File: config.mk
export PLATFORM = sky130hd
export DESIGN_NAME = tftp_client_transfer_control_core_flat
export DESIGN_NICKNAME = d
export VERILOG_FILES = /design/src/hdl/tftpc_pkg.sv /design/src/hdl/tftpc_req_if.sv /design/src/hdl/tftpc_rsp_if.sv /design/src/hdl/tftpc_cfg_if.sv /design/src/hdl/tftpc_ctrl.sv /design/src/hdl/tftpc_outq.sv /design/src/hdl/tftp_client_transfer_control_core.sv /design/src/flat_wrapper.sv
export SDC_FILE = /design/constraint.sdc
export NUM_CORES = 1
export LEC_CHECK = 0
export ABC_AREA = 0
export BUFFER_PORTS_ARGS = -buffer_cell sky130_fd_sc_hd__buf_2
export CORE_MARGIN = 4
export CORE_UTILIZATION = 53
export DETAILED_ROUTE_END_ITERATION = 10
export PLACE_DENSITY = 0.75
export SETUP_SLACK_MARGIN = 0.2
export SLEW_MARGIN = 20
export SYNTH_ARGS = -nofsm -noshare
export SYNTH_HDL_FRONTEND = slang
export SYNTH_SLANG_ARGS = --single-unit
File: constraint.sdc
create_clock -name clk -period 3.2 [get_ports clk]
set_clock_uncertainty 0.05 [all_clocks]
set_input_delay 0.16 -clock clk [delete_from_list [all_inputs] [get_ports clk]]
set_output_delay 0.16 -clock clk [all_outputs]
set_load 0.02 [all_outputs]
File: src/hdl/tftpc_pkg.sv
`default_nettype none
package tftpc_pkg;

	localparam int BLOCK_BYTES = 512;
	localparam int HDR_BYTES   = 4;
	localparam int LEN_W       = 10;
	localparam int BLK_W       = 16;
	localparam int TMR_W       = 16;
	localparam int RTY_W       = 4;

	localparam logic [LEN_W-1:0] BLOCK_LEN = LEN_W'(BLOCK_BYTES);
	localparam logic [LEN_W-1:0] HDR_LEN   = LEN_W'(HDR_BYTES);

	localparam logic [TMR_W-1:0] TIMEOUT_RST = 16'd300;
	localparam logic [RTY_W-1:0] RETRY_RST   = 4'd8;

	localparam logic [15:0] OP_DATA = 16'd3;
	localparam logic [15:0] OP_ACK  = 16'd4;

	typedef enum logic [1:0] {
		CMD_START_WR = 2'd0,
		CMD_START_RD = 2'd1,
		CMD_PKT      = 2'd2,
		CMD_TICK     = 2'd3
	} cmd_t;

	typedef enum logic [2:0] {
		ACT_RRQ   = 3'd0,
		ACT_WRQ   = 3'd1,
		ACT_DATA  = 3'd2,
		ACT_ACK   = 3'd3,
		ACT_DONE  = 3'd4,
		ACT_ABORT = 3'd5
	} action_t;

	typedef enum logic [1:0] {
		PH_IDLE = 2'd0,
		PH_REQ  = 2'd1,
		PH_XFER = 2'd2
	} phase_t;

	typedef enum logic {
		REG_TIMEOUT = 1'b0,
		REG_RETRIES = 1'b1
	} reg_idx_t;

	typedef struct packed {
		action_t          action;
		logic [BLK_W-1:0] block_num;
		logic [LEN_W-1:0] payload_len;
		logic             is_retransmit;
		logic             last;
	} res_t;

	// Results of one processed item, zero to two of them
	typedef struct packed {
		logic [1:0] cnt;
		res_t       r0;
		res_t       r1;
	} push_t;

endpackage
`default_nettype wire

File: src/hdl/tftpc_req_if.sv
`default_nettype none
interface tftpc_req_if;
	logic        valid;
	logic        ready;
	logic [1:0]  cmd;
	logic [15:0] pkt_opcode;
	logic [9:0]  pkt_length;
	logic [9:0]  src_avail;

	modport source (output valid, cmd, pkt_opcode, pkt_length, src_avail, input ready);
	modport sink (input valid, cmd, pkt_opcode, pkt_length, src_avail, output ready);
endinterface
`default_nettype wire

File: src/hdl/tftpc_rsp_if.sv
`default_nettype none
interface tftpc_rsp_if;
	logic        valid;
	logic        ready;
	logic [2:0]  action;
	logic [15:0] block_num;
	logic [9:0]  payload_len;
	logic        is_retransmit;
	logic        last;

	modport source (output valid, action, block_num, payload_len, is_retransmit, last,
		input ready);
	modport sink (input valid, action, block_num, payload_len, is_retransmit, last,
		output ready);
endinterface
`default_nettype wire

File: src/hdl/tftpc_cfg_if.sv
`default_nettype none
interface tftpc_cfg_if;
	logic        valid;
	logic        ready;
	logic        index;
	logic [15:0] data;

	modport source (output valid, index, data, input ready);
	modport sink (input valid, index, data, output ready);
endinterface
`default_nettype wire

File: src/hdl/tftpc_ctrl.sv
`default_nettype none
module tftpc_ctrl (
	input  wire               clk,
	input  wire               arst_n,
	tftpc_req_if.sink         req,
	tftpc_cfg_if.sink         cfg,
	input  wire               room,
	output tftpc_pkg::push_t  push
);

	// Input stage
	logic                             v_s1;
	tftpc_pkg::cmd_t                  cmd_s1;
	logic [15:0]                      opc_s1;
	logic [tftpc_pkg::LEN_W-1:0]      plen_s1;
	logic [tftpc_pkg::LEN_W-1:0]      avail_s1;
	logic                             go;

	// Configuration
	logic [tftpc_pkg::TMR_W-1:0]      timeout_q;
	logic [tftpc_pkg::RTY_W-1:0]      max_retry_q;

	// Transfer state
	tftpc_pkg::phase_t                phase_q, phase_d;
	logic                             is_wr_q, is_wr_d;
	logic [tftpc_pkg::BLK_W-1:0]      send_blk_q, send_blk_d;
	logic [tftpc_pkg::BLK_W-1:0]      recv_blk_q, recv_blk_d;
	logic                             src_end_q, src_end_d;
	logic [tftpc_pkg::LEN_W-1:0]      last_len_q, last_len_d;
	logic [tftpc_pkg::RTY_W-1:0]      retry_q, retry_d;
	logic [tftpc_pkg::TMR_W-1:0]      timer_q, timer_d;

	logic [tftpc_pkg::TMR_W-1:0]      arm_val;
	logic [tftpc_pkg::LEN_W-1:0]      send_len;
	logic [tftpc_pkg::LEN_W-1:0]      pay_raw;
	logic [tftpc_pkg::LEN_W-1:0]      pay;
	logic                             full;
	logic [tftpc_pkg::TMR_W-1:0]      timer_dec;
	tftpc_pkg::res_t                  fin;

	assign go        = v_s1 && room;
	assign req.ready = !v_s1 || room;
	assign cfg.ready = 1'b1;

	// Capture the incoming transaction
	always_ff @(posedge clk or negedge arst_n) begin
		if (!arst_n) begin
			v_s1 <= 1'b0;
		end else if (req.ready) begin
			v_s1 <= req.valid;
		end
	end

	always_ff @(posedge clk) begin
		if (req.ready && req.valid) begin
			cmd_s1   <= tftpc_pkg::cmd_t'(req.cmd);
			opc_s1   <= req.pkt_opcode;
			plen_s1  <= req.pkt_length;
			avail_s1 <= req.src_avail;
		end
	end

	// Register writes
	always_ff @(posedge clk or negedge arst_n) begin
		if (!arst_n) begin
			timeout_q   <= tftpc_pkg::TIMEOUT_RST;
			max_retry_q <= tftpc_pkg::RETRY_RST;
		end else if (cfg.valid) begin
			case (tftpc_pkg::reg_idx_t'(cfg.index))
				tftpc_pkg::REG_TIMEOUT: timeout_q   <= cfg.data;
				tftpc_pkg::REG_RETRIES: max_retry_q <= cfg.data[tftpc_pkg::RTY_W-1:0];
				default: ;
			endcase
		end
	end

	// Shared terms
	assign arm_val   = (timeout_q == '0) ? tftpc_pkg::TMR_W'(1) : timeout_q;
	assign send_len  = (avail_s1 > tftpc_pkg::BLOCK_LEN) ? tftpc_pkg::BLOCK_LEN : avail_s1;
	assign pay_raw   = (plen_s1 >= tftpc_pkg::HDR_LEN) ? (plen_s1 - tftpc_pkg::HDR_LEN) : '0;
	assign full      = (pay_raw >= tftpc_pkg::BLOCK_LEN);
	assign pay       = full ? tftpc_pkg::BLOCK_LEN : pay_raw;
	assign timer_dec = timer_q - tftpc_pkg::TMR_W'(1);

	always_comb begin
		fin               = '0;
		fin.action        = tftpc_pkg::ACT_DONE;
		fin.last          = 1'b1;
	end

	// Decode one transaction against the transfer state
	always_comb begin
		phase_d    = phase_q;
		is_wr_d    = is_wr_q;
		send_blk_d = send_blk_q;
		recv_blk_d = recv_blk_q;
		src_end_d  = src_end_q;
		last_len_d = last_len_q;
		retry_d    = retry_q;
		timer_d    = timer_q;
		push       = '0;

		case (cmd_s1)
			tftpc_pkg::CMD_START_WR, tftpc_pkg::CMD_START_RD: begin
				is_wr_d          = (cmd_s1 == tftpc_pkg::CMD_START_WR);
				send_blk_d       = tftpc_pkg::BLK_W'(1);
				recv_blk_d       = tftpc_pkg::BLK_W'(1);
				src_end_d        = 1'b0;
				last_len_d       = '0;
				retry_d          = '0;
				phase_d          = tftpc_pkg::PH_REQ;
				timer_d          = arm_val;
				push.cnt         = 2'd1;
				push.r0.action   = (cmd_s1 == tftpc_pkg::CMD_START_WR) ?
					tftpc_pkg::ACT_WRQ : tftpc_pkg::ACT_RRQ;
				push.r0.last     = 1'b1;
			end
			tftpc_pkg::CMD_PKT: begin
				if (phase_q != tftpc_pkg::PH_IDLE) begin
					push.cnt = 2'd1;
					if (is_wr_q) begin
						if (phase_q == tftpc_pkg::PH_REQ ||
								(opc_s1 == tftpc_pkg::OP_ACK && !src_end_q)) begin
							// Send next data block
							retry_d             = '0;
							last_len_d          = send_len;
							src_end_d           = (send_len < tftpc_pkg::BLOCK_LEN);
							push.r0.action      = tftpc_pkg::ACT_DATA;
							push.r0.block_num   = send_blk_q;
							push.r0.payload_len = send_len;
							push.r0.last        = 1'b1;
							send_blk_d          = send_blk_q + tftpc_pkg::BLK_W'(1);
							phase_d             = tftpc_pkg::PH_XFER;
							timer_d             = arm_val;
						end else begin
							if (opc_s1 == tftpc_pkg::OP_ACK) begin
								retry_d = '0;
								push.r0 = fin;
							end else begin
								push.r0        = fin;
								push.r0.action = tftpc_pkg::ACT_ABORT;
							end
							phase_d = tftpc_pkg::PH_IDLE;
							timer_d = '0;
						end
					end else if (opc_s1 != tftpc_pkg::OP_DATA) begin
						push.r0        = fin;
						push.r0.action = tftpc_pkg::ACT_ABORT;
						phase_d        = tftpc_pkg::PH_IDLE;
						timer_d        = '0;
					end else begin
						// Acknowledge data; a short block also ends the read
						retry_d             = '0;
						push.r0.action      = tftpc_pkg::ACT_ACK;
						push.r0.block_num   = recv_blk_q;
						push.r0.payload_len = pay;
						push.r0.last        = full;
						recv_blk_d          = recv_blk_q + tftpc_pkg::BLK_W'(1);
						if (full) begin
							phase_d = tftpc_pkg::PH_XFER;
							timer_d = arm_val;
						end else begin
							push.cnt = 2'd2;
							push.r1  = fin;
							phase_d  = tftpc_pkg::PH_IDLE;
							timer_d  = '0;
						end
					end
				end
			end
			tftpc_pkg::CMD_TICK: begin
				if (phase_q != tftpc_pkg::PH_IDLE && timer_q != '0) begin
					timer_d = timer_dec;
					if (timer_dec == '0) begin
						push.cnt = 2'd1;
						if (retry_q >= max_retry_q) begin
							push.r0        = fin;
							push.r0.action = tftpc_pkg::ACT_ABORT;
							phase_d        = tftpc_pkg::PH_IDLE;
						end else begin
							// Resend the last packet
							retry_d               = retry_q + tftpc_pkg::RTY_W'(1);
							timer_d               = arm_val;
							push.r0.is_retransmit = 1'b1;
							push.r0.last          = 1'b1;
							if (phase_q == tftpc_pkg::PH_REQ) begin
								push.r0.action = is_wr_q ?
									tftpc_pkg::ACT_WRQ : tftpc_pkg::ACT_RRQ;
							end else if (is_wr_q) begin
								push.r0.action      = tftpc_pkg::ACT_DATA;
								push.r0.block_num   = send_blk_q - tftpc_pkg::BLK_W'(1);
								push.r0.payload_len = last_len_q;
							end else begin
								push.r0.action    = tftpc_pkg::ACT_ACK;
								push.r0.block_num = recv_blk_q - tftpc_pkg::BLK_W'(1);
							end
						end
					end
				end
			end
			default: ;
		endcase

		if (!go) begin
			push.cnt = 2'd0;
		end
	end

	// Advance the transfer state
	always_ff @(posedge clk or negedge arst_n) begin
		if (!arst_n) begin
			phase_q    <= tftpc_pkg::PH_IDLE;
			is_wr_q    <= 1'b0;
			send_blk_q <= tftpc_pkg::BLK_W'(1);
			recv_blk_q <= tftpc_pkg::BLK_W'(1);
			src_end_q  <= 1'b0;
			last_len_q <= '0;
			retry_q    <= '0;
			timer_q    <= '0;
		end else if (go) begin
			phase_q    <= phase_d;
			is_wr_q    <= is_wr_d;
			send_blk_q <= send_blk_d;
			recv_blk_q <= recv_blk_d;
			src_end_q  <= src_end_d;
			last_len_q <= last_len_d;
			retry_q    <= retry_d;
			timer_q    <= timer_d;
		end
	end

endmodule
`default_nettype wire

File: src/hdl/tftpc_outq.sv
`default_nettype none
module tftpc_outq (
	input  wire                    clk,
	input  wire                    arst_n,
	input  wire tftpc_pkg::push_t  push,
	output logic                   room,
	tftpc_rsp_if.source            rsp
);

	tftpc_pkg::res_t  mem_q [4];
	logic [1:0]       wp_q;
	logic [1:0]       rp_q;
	logic [2:0]       cnt_q;
	logic             pop;
	tftpc_pkg::res_t  head;

	assign pop  = rsp.valid && rsp.ready;
	assign room = (cnt_q <= 3'd2);
	assign head = mem_q[rp_q];

	assign rsp.valid         = (cnt_q != 3'd0);
	assign rsp.action        = head.action;
	assign rsp.block_num     = head.block_num;
	assign rsp.payload_len   = head.payload_len;
	assign rsp.is_retransmit = head.is_retransmit;
	assign rsp.last          = head.last;

	// Store up to two results per cycle
	always_ff @(posedge clk) begin
		if (push.cnt != 2'd0) begin
			mem_q[wp_q] <= push.r0;
		end
		if (push.cnt == 2'd2) begin
			mem_q[wp_q + 2'd1] <= push.r1;
		end
	end

	// Advance pointers and fill count
	always_ff @(posedge clk or negedge arst_n) begin
		if (!arst_n) begin
			wp_q  <= '0;
			rp_q  <= '0;
			cnt_q <= '0;
		end else begin
			wp_q  <= wp_q + push.cnt;
			rp_q  <= rp_q + {1'b0, pop};
			cnt_q <= cnt_q + {1'b0, push.cnt} - {2'b0, pop};
		end
	end

endmodule
`default_nettype wire

File: src/hdl/tftp_client_transfer_control_core.sv
`default_nettype none
// TFTP client transfer controller.
// req carries one event per transaction: start write, start read, packet
// received (opcode, length) or timer tick, plus the bytes the local source
// has for the next data block. rsp carries the packets to send and the
// done/abort indications; last marks the final result of one event.
// cfg writes timeout_ticks (index 0) and max_retries (index 1); it is always
// ready and should be written only while no event is in flight.
// An event is registered in the input stage and its results are written into
// the output queue, from which rsp presents them.
// Throughput: one event per cycle. A short read data packet yields two
// results (ack, done), which leave one at a time on rsp through a
// four-entry output queue; the input stage holds while that queue holds
// three or more results.
// When rsp stalls, results stay queued, then the input stage holds, then
// req.ready goes low; nothing is dropped.
// Reset clears the transfer to idle, disarms the timer and restores
// timeout_ticks to 300 and max_retries to 8.
module tftp_client_transfer_control_core (
	input  wire          clk,
	input  wire          arst_n,
	tftpc_req_if.sink    req,
	tftpc_rsp_if.source  rsp,
	tftpc_cfg_if.sink    cfg
);

	tftpc_pkg::push_t  push;
	logic              room;

	tftpc_ctrl u_ctrl (
		.clk    (clk),
		.arst_n (arst_n),
		.req    (req),
		.cfg    (cfg),
		.room   (room),
		.push   (push)
	);

	tftpc_outq u_outq (
		.clk    (clk),
		.arst_n (arst_n),
		.push   (push),
		.room   (room),
		.rsp    (rsp)
	);

endmodule
`default_nettype wire
File: src/flat_wrapper.sv
// flat-port wrapper written by rule: the top's interface ports become plain ports
module tftp_client_transfer_control_core_flat 
  (clk, arst_n, req_valid, req_cmd, req_pkt_opcode, req_pkt_length, req_src_avail, req_ready, rsp_valid, rsp_action, rsp_block_num, rsp_payload_len, rsp_is_retransmit, rsp_last, rsp_ready, cfg_valid, cfg_index, cfg_data, cfg_ready);
  tftpc_req_if req_i ();
  tftpc_rsp_if rsp_i ();
  tftpc_cfg_if cfg_i ();
  input  wire clk;
  input  wire arst_n;
  input wire logic [$bits(req_i.valid)-1:0] req_valid;
  input wire logic [$bits(req_i.cmd)-1:0] req_cmd;
  input wire logic [$bits(req_i.pkt_opcode)-1:0] req_pkt_opcode;
  input wire logic [$bits(req_i.pkt_length)-1:0] req_pkt_length;
  input wire logic [$bits(req_i.src_avail)-1:0] req_src_avail;
  output wire logic [$bits(req_i.ready)-1:0] req_ready;
  output wire logic [$bits(rsp_i.valid)-1:0] rsp_valid;
  output wire logic [$bits(rsp_i.action)-1:0] rsp_action;
  output wire logic [$bits(rsp_i.block_num)-1:0] rsp_block_num;
  output wire logic [$bits(rsp_i.payload_len)-1:0] rsp_payload_len;
  output wire logic [$bits(rsp_i.is_retransmit)-1:0] rsp_is_retransmit;
  output wire logic [$bits(rsp_i.last)-1:0] rsp_last;
  input wire logic [$bits(rsp_i.ready)-1:0] rsp_ready;
  input wire logic [$bits(cfg_i.valid)-1:0] cfg_valid;
  input wire logic [$bits(cfg_i.index)-1:0] cfg_index;
  input wire logic [$bits(cfg_i.data)-1:0] cfg_data;
  output wire logic [$bits(cfg_i.ready)-1:0] cfg_ready;
  assign req_i.valid = req_valid;
  assign req_i.cmd = req_cmd;
  assign req_i.pkt_opcode = req_pkt_opcode;
  assign req_i.pkt_length = req_pkt_length;
  assign req_i.src_avail = req_src_avail;
  assign req_ready = req_i.ready;
  assign rsp_valid = rsp_i.valid;
  assign rsp_action = rsp_i.action;
  assign rsp_block_num = rsp_i.block_num;
  assign rsp_payload_len = rsp_i.payload_len;
  assign rsp_is_retransmit = rsp_i.is_retransmit;
  assign rsp_last = rsp_i.last;
  assign rsp_i.ready = rsp_ready;
  assign cfg_i.valid = cfg_valid;
  assign cfg_i.index = cfg_index;
  assign cfg_i.data = cfg_data;
  assign cfg_ready = cfg_i.ready;
  tftp_client_transfer_control_core u_core (.clk(clk), .arst_n(arst_n), .req(req_i), .rsp(rsp_i), .cfg(cfg_i));
endmodule
==> results of run 1 <==
[final timing paths]
kind	startpoint	to	slack [ns]	cells after the start
hold / removal	rsp_ready	u_core.u_outq.rp_q[0]$_DFF_PN0_	0.08	3
hold reg to reg	u_core.u_outq.mem_q[0][13]$_SDFFE_PP0P_	u_core.u_outq.mem_q[0][13]$_SDFFE_PP0P_	0.41	1
min in group asynchronous	arst_n	u_core.u_ctrl.timeout_q[11]$_DFFE_PN0P_	0.27	2
max in group asynchronous	arst_n	u_core.u_ctrl.send_blk_q[9]$_DFFE_PN0P_	2.00	3
setup / recovery	u_core.u_ctrl.plen_s1[4]$_DFFE_PP_	u_core.u_ctrl.phase_q[1]$_DFFE_PN0P_	-0.03	9
setup reg to reg	u_core.u_ctrl.plen_s1[4]$_DFFE_PP_	u_core.u_ctrl.phase_q[1]$_DFFE_PN0P_	-0.03	9
[through the flow]
stage | cell area [sq um] | cells
finish | 15800 | 1686
global route | 15800 | 1686
CTS | 15400 | 1675
detailed placement | 13400 | 1538
global placement | 13400 | 1538
floorplan | 12400 | 1171
[power groups by stage]
stage / sequential [mW] / clock [mW] / combinational [mW]
after detailed placement: 4.47 / 0 / 3.63
after global routing: 4.54 / 3.27 / 4.85
after global placement: 4.45 / 0 / 3.54
after floorplan: 4.23 / 0 / 2.74
final: 4.48 / 3.09 / 4.52
after CTS: 4.42 / 3.12 / 4.09
[worst min-delay path, delay by kind of cell]
kind | cells | cell delay, ns
simple gates | 1 | 0.22
fa+ha+maj | 1 | 0.16
buf+inv | 1 | 0.07
[cell usage after synthesis (all sizes together), types with 15 or more instances]
cell / number
edfxtp: 46
mux2: 23
o2bb2ai: 64
inv: 30
buf: 29
nand3: 82
nor2: 69
a21oi: 49
or3: 24
nand2: 62
a31oi: 15
dfrtp: 87
mux4: 31
nor3: 41
dfxtp: 116
xnor2: 28
ha: 17
o21ai: 113
clkbuf: 44
[flip-flops by register name (all words and copies together), names as in the netlist, 2 cells and up]
name / count
u_core.u_ctrl.last_len_q: 10
u_core.u_outq.wp_q: 2
u_core.u_outq.cnt_q: 3
u_core.u_ctrl.retry_q: 4
u_core.u_ctrl.recv_blk_q: 16
u_core.u_ctrl.avail_s1: 10
u_core.u_outq.rp_q: 2
u_core.u_ctrl.max_retry_q: 4
u_core.u_ctrl.plen_s1: 10
u_core.u_ctrl.cmd_s1: 2
u_core.u_ctrl.phase_q: 2
u_core.u_ctrl.send_blk_q: 16
u_core.u_ctrl.timer_q: 16
u_core.u_ctrl.opc_s1: 16
u_core.u_ctrl.timeout_q: 16
u_core.u_outq.mem_q: 124
[kinds of logic after synthesis]
| group | Yosys count | share of synthesized area |
|---|---|---|
| multiplexers | 68 | 0.0894 |
| AND/OR/NAND/NOR | 372 | 0.163 |
| adder cells (fa/ha/maj) | 18 | 0.0190 |
| XOR/XNOR | 33 | 0.0235 |
| AO/OA/AOI/OAI | 319 | 0.175 |
| other | 1 | 0.000305 |
| buffers and inverters | 104 | 0.0357 |
| flip-flops | 256 | 0.494 |
[per-layer routing]
layer | routed length (microns) | GRT usage
met1 | 14200 | 0.344
met2 | 17000 | 0.434
met3 | 2460 | 0.0408
met4 | 1060 | 0.0727
met5 | 0 | 0
[area by class of cell]
class                           instances  area [sq um]  area share
Multi-Input combinational cell        812          6310       0.399
Sequential cell                       256          6070       0.384
Timing Repair Buffer                  252          2070       0.131
Clock buffer                           42           803      0.0508
Tap cell                              285           357      0.0226
Inverter                               31           121     0.00768
Clock inverter                          8          71.3     0.00451
[repair_timing]
action / CTS / global route
hold buffers: 56 / 0
pin swaps: 45 / 30
cloned: 6 / 2
endpoints found under the setup margin: 133 / 177
resized for setup: 46 / 67
setup buffers: 25 / 9
hold endpoints to repair: 126 / 0
==> metrics.md, run 1 <==
| Metric | Value |
|---|---|
| Setup ws final | -0.0342 ns |
| Crit start category | flop |
| Detailed placement HPWL | around 20 mm |
| TritonCTS Sinks | 256 |
| Sequential power share | 0.371 |
| Syn nets | 1,249 |
| Initial DRC Count | 1,146 |
| Syn. warnings | 0 |
| Max incr delay on CP | 0.58 ns |
| Sequential fraction of the synthesis area | 0.494 |
| # IOs | 94 |
| Die Span X | 160 microns |
| Overall Global Routing Usage | 0.256 |
| Logic pwr share | 0.374 |
| Ys async rst share | 0.367 |
| Flops & latches, synth | 256 |
| Sw Pwr | roughly 4.4 mW |
| Status | finished, violations left |
| Hold_ws | 0.0780 ns |
| Area grow syn2layout | 28.7% |
| PortBufs | slightly above 90 |
| Highest Clock Rate | 309 MHz |
| Max-cap violations | 0 |
| Largest net degree at the start of global routing | 76 |
| Core area | 22,700 sq um |
| Post-Synthesis Cells | 1,171 |
| Ant diodes | 0 |
| Initial Util | 0.541 |
| Critical path capture point type | flop |
| Netlist cell types | 74 |
| Unrepaired setup endpoints after global routing | yes |
| TritonCTS Buffers | 27 |
| Via Count | about 11k |
| DRC viols | 0 |
| Routed via count divided by cell count | between 6 and 7 |
| VDD IR max | between 0.6 and 0.7 mV |
| Slowest CP cell | or4_4 |
| Most frequent cells in the layout | dfxtp_1 (116), buf_2 (91), dfrtp_1 (83), buf_4 (77), o21ai_0 (70) |
| Synth top area share | 0.189 |
| CP arrival | between 3 and 4 ns |
| Data required, critical path | between 3 and 4 ns |
| Clock network fraction of total power | 0.255 |
| Most common cell on crit path | o21ai_0 |
| Synth Area per Inst | 10.5 sq um |
| CTS tree | built |
| Net Sw Frac | 0.367 |
| Root Buffer | clkbuf_16 |
| Die ar. | approximately 26,000 sq um |
| Crit-path cells | or4_4, o41a_1, buf_6, o41ai_4, o21ai_1, buf_4, o21ai_0, o21ai_0, o41ai_1 |
| EDFF count, synth | 46 |
| Worst Path Buf+Inv | 2 |
| Vias in the first global route | 10.6k |
| Pre-Repair DR Iteration Count | 6 |
| Initial antenna violation count | 0 |
| Kind of critical path | reg2reg |
| Gr ovfl total | 0 |
| Max-slew violation count | 0 |
| P_int | around 7.7 mW |
| Fin nets | between 1k and 1.5k |
| Die height | 160 microns |
| Power per cell area | ~760 nW/um^2 |
| Leakage | around 6.0 nW |
| Final period utilization | 1.01 |
| Crit path max fanout | 4 |
| Area leader, netlist | dfxtp_1 |
| CTS clk-pin slew, worst paths | 0.06 ns |
| First-pass GRT wire length | 54.8 mm |
| Commonest non-fill, non-tap cell in the layout | dfxtp_1 |
| Routed Antenna Nets | 0 |
| Final setup violation count | 1 |
| Worst slack at placement | between 0.04 and 0.05 ns |
| Setup TNS | -0.0342 ns |
| Tot Pwr | 12.1 mW |
| Final hold vios | 0 |
| Clock Tree Buf Depth | 3 |
| Std-Cell Rows | 55 |
| Proportion of layout cells with a drive suffix above 1 | 0.294 |
| Minimum clock period | 3.23 ns |
| Area contributors post-synth | dfxtp_1 (19%), dfrtp_1 (18%), edfxtp_1 (11%) |
| Clk_lat worst skew | 0.54 ns |
| H-tree Lvls | 1 |
| Crit path max-delay family | compound AO/OA/AOI/OAI gates |
| Mapped Area | 12,300 sq um |
| Hold Crit Class | in2reg |
| Relative slew slack | 0.363 |
| Fillers | 1,567 |
| WL final | 34.7 mm |
| Fin util | 0.696 |
| Failing checks | setup timing |
| GP Congestion | approximately 0.86 |
| Slew at the pin closest to its max-slew limit | roughly 0.96 ns |
| DR WL/cell | slightly above 20 microns |
| Top FF cell, synth | dfxtp_1 |
Note: power is estimated with default switching activity, not from simulation.
==> run 2, diff against run 1 <==
Settings changed: CORE_UTILIZATION 53 to 45, CTS_CLUSTER_SIZE set to 12, PLACE_DENSITY 0.75 to unset.
==> run 2 against run 1 <==
The flow now finishes without violations. First-iteration DRC count shrank 33%. Design area grew 6.0%. Non-clock buffer count grew 12. Critical path depth shrank 1. Critical path type unchanged. Critical endpoint is now u_core.u_outq.mem_q[3][17]$_SDFFE_PP0P_.
==> metrics.md, run 2 (synthesized netlist as in run 1, its figures left out) <==
| Metric | Value |
|---|---|
| Via Count | 10.4k |
| Root Buffer | clkbuf_16 |
| Unrepaired setup endpoints after global routing | yes |
| DR WL/cell | 20.9 microns |
| Vias in the first global route | 9,890 |
| Core area | 26,900 sq um |
| Post-Layout Cell Count | 1,754 |
| Die Span X | 173 microns |
| Clock Tree Buf Depth | 3 |
| Gr ovfl total | 0 |
| Most frequent cells in the layout | dfxtp_1 (116), buf_2 (92), dfrtp_1 (84), buf_4 (80), nor2_1 (67) |
| Slowest CP cell | or4_4 |
| Hold_ws | 0.0292 ns |
| Crit path max-delay family | compound AO/OA/AOI/OAI gates |
| Fin util | 0.623 |
| CP arrival | 3.51 ns |
| Fin nets | roughly 1.5k |
| Detailed placement HPWL | 21.4 mm |
| Std-Cell Rows | 60 |
| Die height | 173 microns |
| Crit path max fanout | 7 |
| Final setup violation count | 0 |
| Overall Global Routing Usage | 0.210 |
| Initial antenna violation count | 0 |
| Hold path depth | 3 |
| Placed cell count | 1,607 |
| Tot Pwr | 12.4 mW |
| Worst Path Buf+Inv | 1 |
| Slew at the pin closest to its max-slew limit | 1.11 ns |
| TritonCTS Buffers | 28 |
| Highest Clock Rate | approximately 320 MHz |
| Largest net degree at the start of global routing | 64 |
| Worst slack at placement | 0.0886 ns |
| Crit start category | flop |
| Initial DRC Count | 769 |
| Leakage | 6.29 nW |
| Reg2Reg Depth | 8 |
| Status | complete, no violations |
| Commonest non-fill, non-tap cell in the layout | dfxtp_1 |
| Proportion of layout cells with a drive suffix above 1 | 0.362 |
| Hold Crit Class | in2reg |
| Final period utilization | 0.984 |
| H-tree Lvls | 1 |
| Kind of critical path | reg2reg |
| Power per cell area | 739 nW/um^2 |
| CTS clk-pin slew, worst paths | 0.06 ns |
| Setup ws final | 0.0507 ns |
| Max-slew violation count | 0 |
| First-pass GRT wire length | around 53 mm |
| Final hold vios | 0 |
| Max-cap violations | 0 |
| Fillers | 2,136 |
| VDD IR max | 0.548 mV |
| Relative slew slack | 0.254 |
| Critical path capture point type | flop |
| Area grow syn2layout | 36.5% |
| Routed via count divided by cell count | 5.93 |
| PortBufs | 92 |
| Routed Antenna Nets | 0 |
| Pre-Repair DR Iteration Count | 5 |
| Initial Util | 0.457 |
| DRC viols | 0 |
| Ant diodes | 0 |
| WL final | 36.7 mm |
| CP Depth | 8 |
| Most common cell on crit path | or4_4 |
| Max incr delay on CP | 0.55 ns |
| CTS tree | built |
| Data required, critical path | 3.56 ns |
| # IOs | 94 |
| Clk_lat worst skew | 0.55 ns |
| GP Congestion | between 0.8 and 0.9 |
| Register with the most flip-flops | u_core.u_outq.mem_q |
| TritonCTS Sinks | roughly 260 |
| Crit-path cells | or4_4, o41a_1, or4_4, o21a_4, a211o_4, clkbuf_16, nand3_2, o21ai_1 |
| Die ar. | 30,000 sq um |
| Minimum clock period | 3.15 ns |
| Largest register FFs | between 100 and 150 |
[run 2: changes by cell type in the layout (fill, tap and decap cells not counted), sizes merged]
cell      before  now
o31a           3    2
clkinvlp       1    0
clkinv         6    5
buf          193  197
clkbuf        45   56
[run 2: worst register-to-register path, delay by kind of cell (launching register included)]
family	cells	cell delay (ns)
compound gates	4	1.20
flops	1	0.38
buf+inv	1	0.23
simple gates	3	1.16
[run 2: final timing paths]
kind                       slack, ns                                  endpoint                                    from
max                             0.05   u_core.u_outq.mem_q[3][17]$_SDFFE_PP0P_      u_core.u_ctrl.plen_s1[6]$_DFFE_PP_
min                             0.03  u_core.u_ctrl.max_retry_q[2]$_DFFE_PN0P_                               cfg_valid
max reg2reg                     0.05   u_core.u_outq.mem_q[3][17]$_SDFFE_PP0P_      u_core.u_ctrl.plen_s1[6]$_DFFE_PP_
min reg2reg                     0.41    u_core.u_outq.mem_q[2][3]$_SDFFE_PP0P_  u_core.u_outq.mem_q[2][3]$_SDFFE_PP0P_
max in group asynchronous       1.99    u_core.u_ctrl.timeout_q[2]$_DFFE_PN1P_                                  arst_n
min in group asynchronous       0.23    u_core.u_ctrl.timeout_q[7]$_DFFE_PN0P_                                  arst_n
[run 2: layout make-up]
type / instances / area (sq um) / area share
Clock buffer: 45 / 855 / 0.0510
Multi-Input combinational cell: 811 / 6900 / 0.412
Sequential cell: 256 / 6070 / 0.362
Inverter: 31 / 116 / 0.00695
Timing Repair Buffer: 264 / 2310 / 0.138
Clock inverter: 6 / 68.8 / 0.00411
Tap cell: 341 / 427 / 0.0255
[run 2: timing repair]
item                                    CTS  global route
endpoints found under the setup margin  124           137
pin swaps                                 7           107
buffers inserted                         12             8
hold endpoints to repair                116             0
gates resized for setup                  15           215
gates cloned                              1            19
hold buffers                             56             0
[run 2: power breakdown]
group	leakage [nW]	total [mW]	internal [mW]	switching, mW
logic	3.28	4.65	2.09	2.56
clock network	0.454	3.23	1.90	1.33
registers	2.56	4.51	3.86	0.651
[run 2: metal layers]
metal / GRT usage / part of all wire / routed length (microns) / up-vias
met5: 0 / 0 / 0 / -
met4: 0.0429 / 0.025 / 911 / 0
met3: 0.0275 / 0.046 / 1670 / 61
met2: 0.344 / 0.49 / 17800 / 285
met1: 0.303 / 0.44 / 16300 / 5195
li1: - / - / - / 4862
[run 2: through the flow]
stage                     instance area [sq um]  setup TNS [ns]
after floorplan                           12400               0
after global placement                    13600               0
after detailed placement                  13600               0
after CTS                                 15300               0
after global routing                      16800          -0.358
final                                     16800               0
